**config.mk**
```make
export PLATFORM = sky130hd
export DESIGN_NAME = pin_list_to_mask_parser
export DESIGN_NICKNAME = d
export VERILOG_FILES = /design/src/rtl/pl2m_pkg.sv /design/src/rtl/pl2m_range_fill.sv /design/src/rtl/pl2m_parser.sv /design/src/rtl/pin_list_to_mask_parser.sv
export VERILOG_INCLUDE_DIRS = /design/src /design/src/rtl
export SDC_FILE = /design/constraint.sdc
export NUM_CORES = 1
export LEC_CHECK = 0
export BUFFER_PORTS_ARGS = -buffer_cell sky130_fd_sc_hd__buf_2
export CAP_MARGIN = 10
export CORE_MARGIN = 1.5
export CORE_UTILIZATION = 55
export DETAILED_ROUTE_END_ITERATION = 7
export PLACE_DENSITY_LB_ADDON = 0.3
export SLEW_MARGIN = 0
export SYNTH_ARGS = -nofsm -noshare
export SYNTH_HDL_FRONTEND = slang
export SYNTH_SLANG_ARGS = --single-unit
```
**constraint.sdc**
```tcl
create_clock -name clk -period 3.6 [get_ports clk]
set_input_delay 0.54 -clock clk [delete_from_list [all_inputs] [get_ports clk]]
set_output_delay 0.54 -clock clk [all_outputs]
set_load 0.01 [all_outputs]
```
**src/rtl/pin_list_to_mask_parser_defines.svh**
```systemverilog
// ----------------------------------------------------------------------------
// pin list to mask parser: assertion macros
// ----------------------------------------------------------------------------
`ifndef PIN_LIST_TO_MASK_PARSER_DEFINES_SVH
`define PIN_LIST_TO_MASK_PARSER_DEFINES_SVH

// condition holds in the same cycle as the trigger
`define PL2M_ASSERT_SAME(label, trig, cond, msg) \
  label: assert property (@(posedge clk) disable iff (!rst_n) (trig) |-> (cond)) \
    else $error(msg);

// condition holds in the cycle after the trigger
`define PL2M_ASSERT_NEXT(label, trig, cond, msg) \
  label: assert property (@(posedge clk) disable iff (!rst_n) (trig) |=> (cond)) \
    else $error(msg);

`endif

```
**src/rtl/pl2m_pkg.sv**
```systemverilog
`timescale 1ns / 1ps
// ----------------------------------------------------------------------------
// pl2m_pkg
// Shared widths, character codes and the character class decode.
// ----------------------------------------------------------------------------
package pl2m_pkg;

  localparam int CHAR_W = 8;
  localparam int ACC_W  = 10;
  localparam int PROD_W = 14;
  localparam int OUT_W  = 16;

  localparam logic [ACC_W-1:0] ACC_MAX = 10'd1023;

  localparam logic [CHAR_W-1:0] CH_NUL   = 8'h00;
  localparam logic [CHAR_W-1:0] CH_SPACE = 8'h20;
  localparam logic [CHAR_W-1:0] CH_TAB   = 8'h09;
  localparam logic [CHAR_W-1:0] CH_COMMA = 8'h2C;
  localparam logic [CHAR_W-1:0] CH_SEMI  = 8'h3B;
  localparam logic [CHAR_W-1:0] CH_DASH  = 8'h2D;
  localparam logic [CHAR_W-1:0] CH_COLON = 8'h3A;
  localparam logic [CHAR_W-1:0] CH_ZERO  = 8'h30;
  localparam logic [CHAR_W-1:0] CH_NINE  = 8'h39;

  // one-hot class of an incoming character
  typedef struct packed {
    logic is_term;
    logic is_blank;
    logic is_digit;
    logic is_sep;
    logic is_range;
    logic is_bad;
  } chr_class_t;

  function automatic chr_class_t classify(input logic [CHAR_W-1:0] ch);
    chr_class_t cls;
    cls          = '0;
    cls.is_term  = (ch == CH_NUL);
    cls.is_blank = (ch == CH_SPACE) || (ch == CH_TAB);
    cls.is_digit = (ch >= CH_ZERO) && (ch <= CH_NINE);
    cls.is_sep   = (ch == CH_COMMA) || (ch == CH_SEMI);
    cls.is_range = (ch == CH_DASH) || (ch == CH_COLON);
    cls.is_bad   = !(cls.is_term || cls.is_blank || cls.is_digit ||
                     cls.is_sep || cls.is_range);
    return cls;
  endfunction

endpackage

```
**src/rtl/pl2m_range_fill.sv**
```systemverilog
`timescale 1ns / 1ps
// ----------------------------------------------------------------------------
// pl2m_range_fill
// Turns the two ends of a pin range into a run of set bits, one compare pair
// per mask bit, and flags an end beyond the mask.
// ----------------------------------------------------------------------------
module pl2m_range_fill #(
  parameter int MASK_BITS = 16
) (
  input  logic [pl2m_pkg::ACC_W-1:0] end_a,
  input  logic [pl2m_pkg::ACC_W-1:0] end_b,
  output logic [MASK_BITS-1:0]       fill,
  output logic                       too_high
);

  logic [pl2m_pkg::ACC_W-1:0] lo;
  logic [pl2m_pkg::ACC_W-1:0] hi;

  // order the two ends
  always_comb begin
    if (end_b < end_a) begin
      lo = end_b;
      hi = end_a;
    end else begin
      lo = end_a;
      hi = end_b;
    end
  end

  assign too_high = (hi >= pl2m_pkg::ACC_W'(MASK_BITS));

  // each bit checks its own position against both ends
  always_comb begin
    for (int i = 0; i < MASK_BITS; i++) begin
      fill[i] = (lo <= pl2m_pkg::ACC_W'(i)) && (pl2m_pkg::ACC_W'(i) <= hi);
    end
  end

endmodule

```
**src/rtl/pl2m_parser.sv**
```systemverilog
`timescale 1ns / 1ps
// ----------------------------------------------------------------------------
// pl2m_parser
// Parser state and its combinational next-state update for one character word.
// ----------------------------------------------------------------------------
module pl2m_parser #(
  parameter int MASK_BITS = 16
) (
  input  logic                        clk,
  input  logic                        rst_n,
  input  logic                        step,
  input  logic [pl2m_pkg::CHAR_W-1:0] ch,
  output logic                        is_term,
  output logic [MASK_BITS-1:0]        res_mask,
  output logic                        res_ok
);

  pl2m_pkg::chr_class_t cls;

  logic [pl2m_pkg::ACC_W-1:0] acc_r,   acc_nxt;
  logic [pl2m_pkg::ACC_W-1:0] low_r,   low_nxt;
  logic                       open_r,  open_nxt;
  logic [MASK_BITS-1:0]       mask_r,  mask_nxt;
  logic                       err_r,   err_nxt;
  logic                       start_r, start_nxt;

  logic [pl2m_pkg::ACC_W-1:0]  fill_lo;
  logic [MASK_BITS-1:0]        fill;
  logic                        fill_err;
  logic [MASK_BITS-1:0]        closed_mask;
  logic                        closed_err;
  logic [pl2m_pkg::PROD_W-1:0] prod;

  assign cls     = pl2m_pkg::classify(ch);
  assign is_term = cls.is_term;

  // closing the current number or range
  assign fill_lo = open_r ? low_r : acc_r;

  pl2m_range_fill #(
    .MASK_BITS (MASK_BITS)
  ) u_fill (
    .end_a    (fill_lo),
    .end_b    (acc_r),
    .fill     (fill),
    .too_high (fill_err)
  );

  assign closed_mask = mask_r | fill;
  assign closed_err  = err_r | fill_err;

  // decimal accumulate
  assign prod = pl2m_pkg::PROD_W'(acc_r) * pl2m_pkg::PROD_W'(10)
              + pl2m_pkg::PROD_W'(ch - pl2m_pkg::CH_ZERO);

  // next state and result for this character
  always_comb begin
    acc_nxt   = acc_r;
    low_nxt   = low_r;
    open_nxt  = open_r;
    mask_nxt  = mask_r;
    err_nxt   = err_r;
    start_nxt = 1'b0;
    res_mask  = start_r ? '0 : closed_mask;
    res_ok    = start_r ? 1'b1 : !closed_err;
    priority if (cls.is_term) begin
      acc_nxt   = '0;
      low_nxt   = '0;
      open_nxt  = 1'b0;
      mask_nxt  = '0;
      err_nxt   = 1'b0;
      start_nxt = 1'b1;
    end else if (cls.is_digit) begin
      acc_nxt = (prod > pl2m_pkg::PROD_W'(pl2m_pkg::ACC_MAX)) ?
                pl2m_pkg::ACC_MAX : prod[pl2m_pkg::ACC_W-1:0];
    end else if (cls.is_sep) begin
      mask_nxt = closed_mask;
      err_nxt  = closed_err;
      open_nxt = 1'b0;
      low_nxt  = '0;
      acc_nxt  = '0;
    end else if (cls.is_range) begin
      low_nxt  = acc_r;
      open_nxt = 1'b1;
      acc_nxt  = '0;
    end else if (cls.is_bad) begin
      err_nxt = 1'b1;
    end else begin
      // blank: nothing changes but the start flag
      acc_nxt = acc_r;
    end
  end

  // state registers
  always_ff @(posedge clk) begin
    if (!rst_n) begin
      acc_r   <= '0;
      low_r   <= '0;
      open_r  <= 1'b0;
      mask_r  <= '0;
      err_r   <= 1'b0;
      start_r <= 1'b1;
    end else if (step) begin
      acc_r   <= acc_nxt;
      low_r   <= low_nxt;
      open_r  <= open_nxt;
      mask_r  <= mask_nxt;
      err_r   <= err_nxt;
      start_r <= start_nxt;
    end
  end

endmodule

```
**src/rtl/pin_list_to_mask_parser.sv**
```systemverilog
`timescale 1ns / 1ps
// ----------------------------------------------------------------------------
// pin_list_to_mask_parser
// Parses a pin list such as "1,4-7;9", one character word at a time, into a
// pin mask and an ok flag given out when the zero terminator arrives.
// ----------------------------------------------------------------------------
// Usage:
//   Input channel in_valid / in_stall / in_character carries one character
//   word per accepted cycle; a zero character ends the string. Only the
//   terminator yields a result word on out_valid / out_stall with
//   out_pin_mask and out_ok; every other character yields nothing.
//   Throughput is one character per cycle while in_stall is low: the parser
//   state update sits between the input register and the result register.
//   A terminator accepted into the input register is parsed and written to
//   the result register, which drives out_valid.
//   While the receiver stalls a held result, further non-terminator
//   characters are still accepted; a second terminator waits in the input
//   register and in_stall is raised until the result register frees.
//   Reset (rst_n low, synchronous) empties both registers and returns the
//   parser to the start of a string. After each terminator the parser
//   state returns to its reset values for the next string.
// ----------------------------------------------------------------------------
`include "pin_list_to_mask_parser_defines.svh"

module pin_list_to_mask_parser #(
  parameter int MASK_BITS = 16
) (
  input  logic                        clk,
  input  logic                        rst_n,
  input  logic                        in_valid,
  output logic                        in_stall,
  input  logic [pl2m_pkg::CHAR_W-1:0] in_character,
  output logic                        out_valid,
  input  logic                        out_stall,
  output logic [pl2m_pkg::OUT_W-1:0]  out_pin_mask,
  output logic                        out_ok
);

  logic                        in_valid_r;
  logic [pl2m_pkg::CHAR_W-1:0] in_char_r;
  logic                        out_valid_r;
  logic [pl2m_pkg::OUT_W-1:0]  out_mask_r;
  logic                        out_ok_r;

  logic                               is_term;
  logic [MASK_BITS-1:0]               res_mask;
  logic                               res_ok;
  logic [MASK_BITS+pl2m_pkg::OUT_W-1:0] res_ext;
  logic                               out_free;
  logic                               fire;

  // a word moves on unless it is a terminator facing a full result register
  assign out_free = !out_valid_r || !out_stall;
  assign fire     = in_valid_r && (!is_term || out_free);
  assign in_stall = in_valid_r && !fire;

  // input register
  always_ff @(posedge clk) begin
    if (!rst_n) begin
      in_valid_r <= 1'b0;
    end else if (!in_stall) begin
      in_valid_r <= in_valid;
    end
  end

  always_ff @(posedge clk) begin
    if (in_valid && !in_stall) begin
      in_char_r <= in_character;
    end
  end

  pl2m_parser #(
    .MASK_BITS (MASK_BITS)
  ) u_parser (
    .clk      (clk),
    .rst_n    (rst_n),
    .step     (fire),
    .ch       (in_char_r),
    .is_term  (is_term),
    .res_mask (res_mask),
    .res_ok   (res_ok)
  );

  // low bits of the mask, zero padded when the mask is narrow
  assign res_ext = {{pl2m_pkg::OUT_W{1'b0}}, res_mask};

  // result register
  always_ff @(posedge clk) begin
    if (!rst_n) begin
      out_valid_r <= 1'b0;
    end else if (fire && is_term) begin
      out_valid_r <= 1'b1;
    end else if (!out_stall) begin
      out_valid_r <= 1'b0;
    end
  end

  always_ff @(posedge clk) begin
    if (fire && is_term) begin
      out_mask_r <= res_ext[pl2m_pkg::OUT_W-1:0];
      out_ok_r   <= res_ok;
    end
  end

  assign out_valid    = out_valid_r;
  assign out_pin_mask = out_mask_r;
  assign out_ok       = out_ok_r;

  // checks
  `PL2M_ASSERT_NEXT(a_term_gives_word, fire && is_term, out_valid_r, "terminator lost")
  `PL2M_ASSERT_NEXT(a_no_extra_word, out_valid_r && !out_stall && !(fire && is_term),
    !out_valid_r, "result word repeated")
  `PL2M_ASSERT_SAME(a_stall_only_on_term, in_stall,
    in_valid_r && is_term && out_valid_r && out_stall, "input stalled without cause")

endmodule
```
==> results.toml <==
[finish]
fin_util_pct = 67.1
fin_nets = 697
drive_gt1_share_pct = 21.5
areaGrowthSynthToFinish_pct = 16.7
finalNonFillerCells = 755
num_antenna_cells = 0

[yosys]
synthTopCellsByArea = "dfxtp_1, edfxtp_1, ha_1"
syn_inst = 593
yosysSeqAreaShare_pct = 30.9
syn_area_sq_um = 5090
syn_avg_cell_area_sq_um = 8.58
yosysTopAreaCell = "dfxtp_1"
synth_edf_count = 25
ys.flop_type = "dfxtp_1"
synth-seq-cells = 66
synth_top_area_share_pct = 16.1
syn_nets = 648
ys_async_sr_fraction_pct = 0
yosys.cell_types.count = 77
yosys_warnings = 0

[floorplanning]
io_pins = 31
die_h_microns = 99.2
start_util_pct = 57.5
core_sq_um = 8850
die-area_sq_um = 9830
fp.dieW_microns = 99.2
row_count = 34

[sta]
grt_setup_unrepaired = "true"
max_freq_ghz = 0.274
setup_viol = 10
finalHoldViolations = 0
finalClockSkew_ps = 10.5
relSlewSlack_pct = 53.6
drv_slew = 0
post-route-min-period_ps = 3650
setup_ws_ps = -51.7
hold_ws_ps = 364
period_share_pct = 101
worstMarginPinSlew_ps = 697

[power_and_ir_drop]
p_per_area_nw_per_um2 = 410
fin_total_pwr_uw = 2430
total_leakage_power_uw = 0.00245
peakVddDrop_mv = 0.239

[routing]
dr.first_iter.drc_count = 256
drt.antenna.violating_nets = 0
dr.pass1.iters = 7
avgViaCountPerCell = 6.47
drc = 0
vias = 4883
routed_wl_microns = 13800
routedWlPerCell_microns = 18.3

[global_routing]
antenna_found_initial = 0
grt_pass1_vias = 4752
grt_max_degree = 27
grt_pass1_wl_microns = 22300
grt_usage_pct = 28.3
grt-ovfl-total = 0

[setup_path]
critPathArrivalTime_ps = 3880
path_max_fanout = 5
r2r_cells = 18
crit_path_end_kind = "register"
path_depth = 18
cpPeakStageDelay_ps = 360
crit_buf_inv = 2
worstPathCellList = "ha_4 -> ha_4 -> inv_2 -> fa_2 -> nor2b_2 -> o21ai_2 -> a21boi_2 -> o21ai_2 -> nor2b_4 -> xnor2_2 -> ha_1 -> a21oi_2 -> nand2_1 -> a221o_1 -> a21oi_2 -> xor2_2 -> buf_6 -> a31oi_2"
crit_slowest_cell = "dfxtp_4"
worstSetupPathType = "reg2reg"
startpoint_type = "register"
critical_path.top_delay_family = "compound AO/OA/AOI/OAI gates"
worstPathRequired_ps = 3830

[place]
gp_congestion = 0.952
dp_hpwl_microns = 9630
dpl.cell_count = 725
io_buffers = 30

[clocking]
numCtsBuffers = 9
clk-insertion-delay-late_ps = 350
cts-root-buf = "clkbuf_8"
clk_transition_reported_paths_ps = 70
cts_sinks = 66
clockBufferDepth = 2
cts_tree = "yes"
htree_levels = 3

[flow_run]
cap_violations = 0

[run_status]
outcome = "complete, but fails checks"
violations = "negative setup slack"

[worst_hold_path]
hold_path_class = "in2reg"
whs_path_depth = 1
-- through the flow --
stage	area, sq um	TNS (ps)	setup WS [ps]
after floorplan	5090	0	0.627
after global placement	5440	0	35.8
after detailed placement	5440	-1390	-155
after CTS	5820	0	7.69
after global routing	5930	-1800	-198
final	5930	-319	-51.7
-- worst paths after layout --
kind	from	endpoint	slack, ps
worst max-delay path	u_parser.acc_r[3]	u_parser.acc_r[3]	-50
worst min-delay path	in_character[5]	in_char_r[5]	360
worst max register to register	u_parser.acc_r[3]	u_parser.acc_r[3]	-50
worst min register to register	u_parser.mask_r[7]	u_parser.mask_r[7]	450
-- where the power goes --
part / switching (uW) / total [uW] / internal [uW]
Clock: 313 / 723 / 410
Sequential: 29.5 / 828 / 798
Combinational: 527 / 879 / 352
-- worst register-to-register path: stages, from the launching register on --
cell	delay, ps
dfxtp_4	360
ha_4	280
ha_4	130
inv_2	40
fa_2	340
nor2b_2	130
o21ai_2	90
a21boi_2	190
o21ai_2	90
nor2b_4	140
xnor2_2	150
ha_1	310
a21oi_2	190
nand2_1	100
a221o_1	340
a21oi_2	190
xor2_2	220
buf_6	160
a31oi_2	80
-- cells in the mapped netlist (6+ instances only) --
library cell  count
a211oi_1         12
a21o_1           10
a21oi_1          47
a31oi_1          13
and3_1           13
buf_2             8
clkbuf_1         20
dfxtp_1          41
edfxtp_1         25
ha_1             41
inv_1            29
mux2_2            6
mux2i_1          14
nand2_1          30
nand3_1          16
nand4_1          11
nor2_1           39
nor2b_1          14
nor3_1           15
o21a_1           13
o21ai_0          49
o21ai_1           8
o22ai_1          11
xnor2_1          11
-- state kept, by name, indices dropped and copies added, names as in the netlist, 8 cells and up --
| name | flops |
|---|---|
| out_pin_mask | 16 |
| u_parser.acc_r | 10 |
| in_char_r | 8 |
| u_parser.mask_r | 16 |
| u_parser.low_r | 10 |
-- layout make-up --
| class | count | area (sq um) |
|---|---|---|
| multi-input cells | 464 | 3400 |
| fillers | 699 | 2920 |
| flip-flops and latches | 66 | 1580 |
| repair buffers | 72 | 480 |
| clock buffers | 10 | 138 |
| well taps | 108 | 135 |
| inverters | 29 | 109 |
| clock inverters | 6 | 90.1 |
-- layer usage --
| metal | up-vias | track usage (%) | share of wire, % |
|---|---|---|---|
| met1 | 2331 | 33.0 | 41 |
| met3 | 35 | 4.99 | 4.8 |
| met2 | 189 | 51.3 | 51 |
| met4 | 0 | 11.4 | 2.7 |
| li1 | 2328 | - | - |
| met5 | - | 0 | 0 |
-- cell usage in the layout, fill, tap and decap left out, drive strengths merged, types with 4 or more instances in the layout --
| cell | n |
|---|---|
| clkbuf | 10 |
| mux2i | 15 |
| nor2 | 41 |
| nor3b | 4 |
| nand2b | 5 |
| buf | 72 |
| xnor2 | 11 |
| a21oi | 47 |
| ha | 41 |
| nand3 | 16 |
| o211ai | 5 |
| nor3 | 16 |
| o31ai | 4 |
| a41oi | 4 |
| o22ai | 11 |
| nor2b | 14 |
| a211oi | 15 |
| a21boi | 4 |
| nor4 | 6 |
| nand4 | 11 |
| o21a | 13 |
| o21ai | 57 |
| edfxtp | 25 |
| dfxtp | 41 |
| and3 | 13 |
| and2 | 5 |
| a21o | 10 |
| or3 | 5 |
| mux2 | 6 |
| nand2 | 30 |
| inv | 29 |
| a31oi | 13 |
-- cells by family after synthesis --
family	count (synthesis)	synth area share (%)
flip-flops	66	30.9
AND/OR/NAND/NOR	175	19.0
multiplexers	21	4.35
buffers and inverters	63	5.09
adder cells (fa/ha/maj)	43	10.9
AO/OA/AOI/OAI	211	27.2
XOR/XNOR	14	2.56
-- repair_timing --
action	in CTS	in global routing
buffers inserted	10	2
hold buffers	0	0
hold endpoints to repair	0	0
gates resized for setup	17	22
endpoints found under the setup margin	10	10
pin swaps	14	20
cloned	1	1
Note: power is estimated with default switching activity, not from simulation.
